--- src/rtl/scrs_pkg.sv ---
// shared types, codes and helpers for the sensor change report scheduler
package scrs_pkg;

    localparam int unsigned SLOT_COUNT_DEFAULT = 11;
    localparam int unsigned ID_W               = 16;
    localparam int unsigned VALUE_W            = 32;
    localparam int unsigned TIME_W             = 32;
    localparam int unsigned SLOT_W             = 4;
    localparam int unsigned ACTION_W           = 2;
    localparam int unsigned KIND_W             = 2;

    localparam logic [ID_W-1:0]   LAST_SLOT_ID       = 16'd100;
    localparam logic [TIME_W-1:0] MIN_INTERVAL_RESET = 32'd200;

    localparam logic [ACTION_W-1:0] ACT_START  = 2'd0;
    localparam logic [ACTION_W-1:0] ACT_STOP   = 2'd1;
    localparam logic [ACTION_W-1:0] ACT_SAMPLE = 2'd2;
    localparam logic [ACTION_W-1:0] ACT_SCAN   = 2'd3;

    localparam logic [KIND_W-1:0] KIND_ACCEPT = 2'd0;
    localparam logic [KIND_W-1:0] KIND_REJECT = 2'd1;
    localparam logic [KIND_W-1:0] KIND_REPORT = 2'd2;

    typedef struct packed {
        logic [ACTION_W-1:0] action;
        logic [ID_W-1:0]     target_id;
        logic [SLOT_W-1:0]   slot;
        logic [VALUE_W-1:0]  sample_value;
        logic [TIME_W-1:0]   now_ms;
    } req_t;

    typedef struct packed {
        logic [KIND_W-1:0]  kind;
        logic [ID_W-1:0]    reported_id;
        logic [VALUE_W-1:0] reported_value;
        logic               last_of_run;
    } rsp_t;

    // one table row: current value, last reported value, last report time
    typedef struct packed {
        logic [VALUE_W-1:0] cur;
        logic [VALUE_W-1:0] rep;
        logic [TIME_W-1:0]  stamp;
    } slot_entry_t;

    // last slot carries the fixed id, the others index plus one
    function automatic logic [ID_W-1:0] slot_id(int unsigned idx, int unsigned count);
        if (idx == count - 1)
            return LAST_SLOT_ID;
        return ID_W'(idx + 1);
    endfunction

endpackage

--- src/rtl/sensor_change_report_scheduler.sv ---
// sensor change report scheduler: slot table in a synchronous memory, start/stop/sample/scan
// a start/stop ack is registered in ST_CMD once the output is free; a sample is written in ST_SAMPLE
// a scan walks the table one slot per cycle out of the memory read port, holding while a report
// waits on a stalled output; one input word is in work at a time
// reset: all slots disabled, every table row reads as zero, min interval back to 200 ms
module sensor_change_report_scheduler #(
    parameter int unsigned SLOT_COUNT = scrs_pkg::SLOT_COUNT_DEFAULT
) (
    input  logic                         clk,
    input  logic                         rst_n,
    input  logic                         req_valid,
    output logic                         req_stall,
    input  scrs_pkg::req_t               req,
    output logic                         rsp_valid,
    input  logic                         rsp_stall,
    output scrs_pkg::rsp_t               rsp,
    input  logic                         cfg_we,
    input  logic [scrs_pkg::TIME_W-1:0]  cfg_wdata
);
    import scrs_pkg::*;

    localparam int unsigned IDX_W = (SLOT_COUNT > 1) ? $clog2(SLOT_COUNT) : 1;
    localparam logic [IDX_W-1:0]  LAST_IDX   = IDX_W'(SLOT_COUNT - 1);
    localparam logic [SLOT_W:0]   SLOT_LIMIT = (SLOT_W + 1)'(SLOT_COUNT);

    localparam logic [2:0] ST_IDLE   = 3'd0;
    localparam logic [2:0] ST_CMD    = 3'd1;
    localparam logic [2:0] ST_SAMPLE = 3'd2;
    localparam logic [2:0] ST_SCAN   = 3'd3;
    localparam logic [2:0] ST_FLUSH  = 3'd4;

    logic [2:0]            state_reg, state_next;
    logic [IDX_W-1:0]      idx_reg, idx_next;
    req_t                  req_reg;
    logic                  found_reg, found_next;
    logic [TIME_W-1:0]     min_interval_reg;
    logic [SLOT_COUNT-1:0] enabled_reg, enabled_next;
    logic [SLOT_COUNT-1:0] written_reg, written_next;

    // slot table
    slot_entry_t           mem [SLOT_COUNT];
    slot_entry_t           mem_q_reg;
    logic                  q_valid_reg;
    logic [IDX_W-1:0]      rd_addr;
    logic                  mem_we;
    slot_entry_t           mem_wdata;
    slot_entry_t           entry;

    // report held back until we know whether another one follows
    logic                  pend_valid_reg, pend_valid_next;
    logic [ID_W-1:0]       pend_id_reg, pend_id_next;
    logic [VALUE_W-1:0]    pend_value_reg, pend_value_next;

    logic                  out_valid_reg;
    rsp_t                  out_reg;
    logic                  out_load;
    rsp_t                  out_data;
    logic                  out_free;

    logic                  req_take;
    logic                  lookup_hit;
    logic [IDX_W-1:0]      lookup_idx;
    logic                  sample_ok;
    logic [TIME_W-1:0]     elapsed;
    logic                  hit;
    logic                  scan_hold;

    assign req_stall = (state_reg != ST_IDLE);
    assign req_take  = req_valid && (state_reg == ST_IDLE);
    assign rsp_valid = out_valid_reg;
    assign rsp       = out_reg;
    assign out_free  = !out_valid_reg || !rsp_stall;
    assign entry     = q_valid_reg ? mem_q_reg : slot_entry_t'('0);

    // id lookup over the fixed id list
    always_comb
    begin
        lookup_hit = 1'b0;
        lookup_idx = '0;
        for (int unsigned i = 0; i < SLOT_COUNT; i++)
        begin
            if (req.target_id == slot_id(i, SLOT_COUNT))
            begin
                lookup_hit = 1'b1;
                lookup_idx = IDX_W'(i);
            end
        end
    end

    assign sample_ok = ({1'b0, req.slot} < SLOT_LIMIT) && enabled_reg[req.slot[IDX_W-1:0]];
    assign elapsed   = req_reg.now_ms - entry.stamp;
    assign hit       = enabled_reg[idx_reg] && (elapsed > min_interval_reg)
                       && (entry.cur != entry.rep);
    assign scan_hold = hit && pend_valid_reg && !out_free;

    always_comb
    begin
        state_next      = state_reg;
        idx_next        = idx_reg;
        found_next      = found_reg;
        enabled_next    = enabled_reg;
        written_next    = written_reg;
        pend_valid_next = pend_valid_reg;
        pend_id_next    = pend_id_reg;
        pend_value_next = pend_value_reg;
        rd_addr         = idx_reg;
        mem_we          = 1'b0;
        mem_wdata       = entry;
        out_load        = 1'b0;
        out_data        = '0;

        unique case (state_reg)
            ST_IDLE:
            begin
                if (req_take)
                begin
                    unique case (req.action)
                        ACT_START, ACT_STOP:
                        begin
                            idx_next   = lookup_idx;
                            rd_addr    = lookup_idx;
                            found_next = lookup_hit;
                            state_next = ST_CMD;
                        end
                        ACT_SAMPLE:
                        begin
                            idx_next = req.slot[IDX_W-1:0];
                            rd_addr  = req.slot[IDX_W-1:0];
                            if (sample_ok)
                                state_next = ST_SAMPLE;
                        end
                        ACT_SCAN:
                        begin
                            idx_next   = '0;
                            rd_addr    = '0;
                            state_next = ST_SCAN;
                        end
                        default:
                        begin
                            state_next = ST_IDLE;
                        end
                    endcase
                end
            end

            ST_CMD:
            begin
                if (out_free)
                begin
                    out_load                = 1'b1;
                    out_data.kind           = found_reg ? KIND_ACCEPT : KIND_REJECT;
                    out_data.reported_id    = req_reg.target_id;
                    out_data.reported_value = '0;
                    out_data.last_of_run    = 1'b1;
                    if (found_reg)
                    begin
                        if (req_reg.action == ACT_START)
                        begin
                            enabled_next[idx_reg] = 1'b1;
                            written_next[idx_reg] = 1'b1;
                            mem_we                = 1'b1;
                            mem_wdata.rep         = '0;
                        end
                        else
                        begin
                            enabled_next[idx_reg] = 1'b0;
                        end
                    end
                    state_next = ST_IDLE;
                end
            end

            ST_SAMPLE:
            begin
                written_next[idx_reg] = 1'b1;
                mem_we                = 1'b1;
                mem_wdata.cur         = req_reg.sample_value;
                state_next            = ST_IDLE;
            end

            ST_SCAN:
            begin
                if (!scan_hold)
                begin
                    if (hit)
                    begin
                        written_next[idx_reg] = 1'b1;
                        mem_we                = 1'b1;
                        mem_wdata.rep         = entry.cur;
                        mem_wdata.stamp       = req_reg.now_ms;
                        if (pend_valid_reg)
                        begin
                            out_load                = 1'b1;
                            out_data.kind           = KIND_REPORT;
                            out_data.reported_id    = pend_id_reg;
                            out_data.reported_value = pend_value_reg;
                            out_data.last_of_run    = 1'b0;
                        end
                        pend_valid_next = 1'b1;
                        pend_id_next    = slot_id(int'(idx_reg), SLOT_COUNT);
                        pend_value_next = entry.cur;
                    end
                    if (idx_reg == LAST_IDX)
                    begin
                        state_next = ST_FLUSH;
                    end
                    else
                    begin
                        idx_next = idx_reg + IDX_W'(1);
                        rd_addr  = idx_reg + IDX_W'(1);
                    end
                end
            end

            ST_FLUSH:
            begin
                if (!pend_valid_reg)
                begin
                    state_next = ST_IDLE;
                end
                else if (out_free)
                begin
                    out_load                = 1'b1;
                    out_data.kind           = KIND_REPORT;
                    out_data.reported_id    = pend_id_reg;
                    out_data.reported_value = pend_value_reg;
                    out_data.last_of_run    = 1'b1;
                    pend_valid_next         = 1'b0;
                    state_next              = ST_IDLE;
                end
            end

            default:
            begin
                state_next = ST_IDLE;
            end
        endcase
    end

    always_ff @(posedge clk or negedge rst_n)
    begin
        if (!rst_n)
        begin
            state_reg        <= ST_IDLE;
            idx_reg          <= '0;
            found_reg        <= 1'b0;
            enabled_reg      <= '0;
            written_reg      <= '0;
            q_valid_reg      <= 1'b0;
            pend_valid_reg   <= 1'b0;
            out_valid_reg    <= 1'b0;
            min_interval_reg <= MIN_INTERVAL_RESET;
        end
        else
        begin
            state_reg      <= state_next;
            idx_reg        <= idx_next;
            found_reg      <= found_next;
            enabled_reg    <= enabled_next;
            written_reg    <= written_next;
            q_valid_reg    <= written_reg[rd_addr];
            pend_valid_reg <= pend_valid_next;
            if (out_load)
                out_valid_reg <= 1'b1;
            else if (!rsp_stall)
                out_valid_reg <= 1'b0;
            if (cfg_we)
                min_interval_reg <= cfg_wdata;
        end
    end

    always_ff @(posedge clk)
    begin
        if (req_take)
            req_reg <= req;
        pend_id_reg    <= pend_id_next;
        pend_value_reg <= pend_value_next;
        if (out_load)
            out_reg <= out_data;
    end

    // synchronous table, one write and one registered read per cycle
    always_ff @(posedge clk)
    begin
        if (mem_we)
            mem[idx_reg] <= mem_wdata;
        mem_q_reg <= mem[rd_addr];
    end

endmodule

--- config.mk ---
export PLATFORM = sky130hd
export DESIGN_NAME = sensor_change_report_scheduler
export DESIGN_NICKNAME = d
export VERILOG_FILES = /design/src/rtl/scrs_pkg.sv /design/src/rtl/sensor_change_report_scheduler.sv
export SDC_FILE = /design/constraint.sdc
export NUM_CORES = 2
export LEC_CHECK = 0
export ABC_AREA = 1
export BUFFER_PORTS_ARGS = -buffer_cell sky130_fd_sc_hd__buf_2
export CAP_MARGIN = 20
export CORE_ASPECT_RATIO = 1.4
export CORE_MARGIN = 2
export CORE_UTILIZATION = 30
export DETAILED_ROUTE_END_ITERATION = 10
export SYNTH_ARGS = -nofsm -noshare
export SYNTH_HDL_FRONTEND = slang
export SYNTH_SLANG_ARGS = --single-unit
--- constraint.sdc ---
create_clock -name clk -period 11 [get_ports clk]
set_input_delay 0.55 -clock clk [delete_from_list [all_inputs] [get_ports clk]]
set_output_delay 0.55 -clock clk [all_outputs]
set_load 0.05 [all_outputs]
==> summary by stage <==
Power
The internal power component is 0.0124 W. After layout, the design draws a total of 0.0211 W. The power dissipated by switching net loads is 0.00872 W. The combinational group share of total power is 0.417. Of the total power, the clock network draws 0.228. The share of total power consumed by net switching is 0.414. IR analysis of the VDD net gives a maximum drop of 359 uV.

The share of total power dissipated in sequential elements is 0.355. Dividing total power by cell area gives a power density of 307 mW/mm^2. The static leakage is 26.7 nW.

Drt
The detailed router finished its first iteration with 3,610 violations. The post-detailed-route wirelength per cell is 19.4 um. The routed design has 162,000 um of wire. The detailed-routing iteration count for the pre-antenna-repair pass is 6. Detailed routing inserted a total of 41,100 vias. The number of nets with antenna violations after routing is 0. Using the TritonRoute via totals, the vias-per-cell ratio works out to 4.93. The remaining design rule violation count is 0.

STA
The final worst-path cycle share is 0.721. The slew at the pin closest to its max-slew limit is 1.20 ns. The clock skew is 0.0350 ns. The number of failing hold endpoints at the final stage is 0. The max-slew violation total from the final report is 0. The final-report setup violation count is 0.

The worst pin sits at a relative slew slack of 0.203. The worst path setup slack after routing is 3.07 ns. Setup repair after global routing left no endpoint under its margin. Static timing analysis puts the maximum clock frequency at 126 MHz. Counting I/O delays and the setup requirement, the final critical path takes 7.93 ns.

Critical path
The worst register-to-register path begins at q_valid_reg. Along the worst path, the maximum fanout reaches 98. The worst endpoint data arrival time is 8.58 ns. The element type at the critical path end is a flop. The slowest stage of the critical path is the sky130_fd_sc_hd__inv_6 cell. In this run the critical register-to-register path is captured at mem_q_reg[64]. The critical path's top delay family is simple AND/OR/NAND/NOR gates.

Measured in cells, the most critical reg-to-reg path has a length of 37. The critical path in this run is classified as flop to flop. The number of buffers and inverters on the critical path is 4. The worst setup slack for register-to-register paths is 3.07 ns. The data required time of the worst path is 11.65 ns. Counting stages on the worst path, the most repeated cell is sky130_fd_sc_hd__nand2_1. The largest stage delay on the critical path is 0.90 ns.

The startpoint class of the critical path is a flop. Counting buffers and inverters, the worst setup path is 37 cells deep.

CTS
The number of gates resized after CTS is 0. Post-CTS timing repair inserted 0 buffers for setup. The number of buffers inserted by hold repair at cts is 115. The number of CTS-inserted buffers is 145. The number of clock sinks seen by CTS is 1,388. The root buffer selected by CTS is sky130_fd_sc_hd__clkbuf_16. The level count of the clock H-tree is 4. The later pin in the worst-skew pair is clocked with a latency of 0.78 ns. The TritonCTS clock tree is done. Counting along the longest clock path gives a buffer depth of 3.

Clock-pin slew was measured on the worst setup and hold paths at 0.06 ns.

Placement
The HPWL after detailed placement is 84,800 um. Summing all placed instances gives a cell area of 0.0627 mm^2. The global placement routability congestion is 0.859.

The number of port buffers is 175. Prior to clock tree synthesis, the placed netlist has a worst setup slack of 2.98 ns.

Global routing
Summed over all layers, the global routing overflow is 0. The number of antenna violations at the first check in global routing is 4. In the global route stage, overall resource usage came out at 0.158.

The via count of the first global-routing pass is 39,500. Entering global routing, the biggest net connects 167 pins. The first-pass GRT wire length is 243,000 um.

Final layout
Summing all non-filler instances in the final layout gives an area of 0.0687 mm^2. The register with the most flip-flops in the layout has 1,056 of them. In the layout the commonest cells are 1,658 x sky130_fd_sc_hd__nand2_1, 1,227 x sky130_fd_sc_hd__edfxtp_1, 904 x sky130_fd_sc_hd__nand3_1. The most common library cell in the layout ignoring fill and taps is sky130_fd_sc_hd__nand2_1. Relative to the synthesized area, the layout overhead comes to 16.9%. At the end of the flow the core is filled with cells to 0.352. In the final layout, the share of cells above drive strength 1 is 0.0944. The net count reported at finish is 5,778.

Yosys
The number of synthesized flops with an enable pin is 1,227. The number of different library cells used by synthesis comes to 46. The total number of yosys warnings is 0. The mapped netlist covers 0.0588 mm^2.

The share of flip-flops with an asynchronous set or reset is 0.0468. The average instance in the mapped netlist occupies 11.0 um^2. The number of nets handed over by synthesis was 5,541. The gate count after technology mapping is 5,349. Among all flip-flop cells after synthesis, the most frequent one is sky130_fd_sc_hd__edfxtp_1. The fraction of the yosys area taken by sequential cells is 0.687.

The number of synthesized register bits is 1,388.

Hold path
The startpoint identified for the worst hold timing path is rsp_stall. The worst hold path cell count is 4. The end of the worst hold path is rsp_valid.

The class of the tightest hold or removal check is input port to flop.

Die
The die is 378 um wide. The starting density of the core is 0.301. The initialized floorplan defines 192 standard-cell rows. For this design the top-level I/O count stands at 176. The core region is 0.195 mm^2.

The area enclosed by the die boundary is 0.199 mm^2. The height of the die is 528 um.

Run
The number of maximum-capacitance constraint violations is 0.

Run status
The flow ran to the end, and the final reports show no timing, DRC or antenna violations.
## layer usage
metal	wire, um	part of all wire	track usage	up-vias
li1	-	-	-	19000
met1	70800	0.44	0.219	20200
met2	74200	0.46	0.250	1603
met3	12800	0.079	0.0286	285
met4	3890	0.024	0.0478	0
met5	0	0	0	-
## metrics by stage
stage	cells	hold slack [ns]	setup TNS, ns
floorplan	5349	0.254	-511.59
global placement	7915	0.441	0
detailed placement	7922	0.447	0
CTS	8308	0.226	0
global route	8330	0.265	0
finish	8331	0.260	0
## Yosys cell counts (all sizes together), types with 4 or more instances
library cell  number  share of area
a32o               5        0.00085
clkbuf           142         0.0091
xor2              23         0.0034
inv              301          0.019
nand3b            85          0.011
nand4              8        0.00085
dfxtp             96          0.033
xnor2             11         0.0016
o211ai           112          0.014
nor3              16         0.0014
o21ai            155          0.013
ha                68          0.014
a21oi             79         0.0067
nor4               4        0.00043
nor2             140         0.0091
a31oi             10         0.0011
o22ai             23         0.0024
edfxtp          1227           0.63
dfrtp             62          0.026
or2                5        0.00053
nand2           1662           0.11
buf              178          0.015
nand3            906          0.077
## power groups by stage
stage / combinational [W] / sequential [W] / clock [W]
2_1_floorplan: 0.00581 / 0.00766 / 0
3_3_place_gp: 0.00855 / 0.00759 / 0
3_5_place_dp: 0.00868 / 0.00759 / 0
4_1_cts: 0.00874 / 0.00749 / 0.00491
5_1_grt: 0.00978 / 0.00754 / 0.00510
6_report: 0.00879 / 0.00749 / 0.00482
## cell type report
class | count | area [um^2]
Tap cell | 2619 | 3280
Inverter | 301 | 1150
Timing Repair Buffer | 410 | 3230
Sequential cell | 1388 | 40400
Clock buffer | 206 | 4090
Clock inverter | 65 | 569
Fill cell | 19200 | 126000
Multi-Input combinational cell | 3340 | 16000
Antenna cell | 2 | 5.00
## tightest hold or removal path, stage by stage
cell                      delay (ns)
sky130_fd_sc_hd__buf_2          0.08
sky130_fd_sc_hd__nand2_1        0.04
sky130_fd_sc_hd__buf_4          0.21
sky130_fd_sc_hd__nand3_1        0.11
## how the worst max path moves through the flow
| stage | from | endpoint | slack (ns) |
|---|---|---|---|
| after floorplan | q_valid_reg | mem[3][0] | -1.06 |
| after global placement | q_valid_reg | mem_q_reg[32] | 2.98 |
| after detailed placement | q_valid_reg | mem_q_reg[49] | 2.98 |
| after CTS | q_valid_reg | mem_q_reg[49] | 2.95 |
| after global routing | q_valid_reg | mem_q_reg[44] | 2.30 |
| final | q_valid_reg | mem_q_reg[64] | 3.07 |
## cell families (layout without fill, tap and decap cells)
logic type               Yosys count  after routing  synth area share
AND/OR/NAND/NOR                 2828           2828             0.207
flip-flops                      1388           1388             0.687
buffers and inverters            621            982            0.0436
AO/OA/AOI/OAI                    408            408            0.0421
adder cells (fa/ha/maj)           69             69            0.0148
XOR/XNOR                          34             34           0.00507
multiplexers                       1              1          0.000192
other                              0              2                 0
Note: power is estimated with default switching activity, not from simulation.
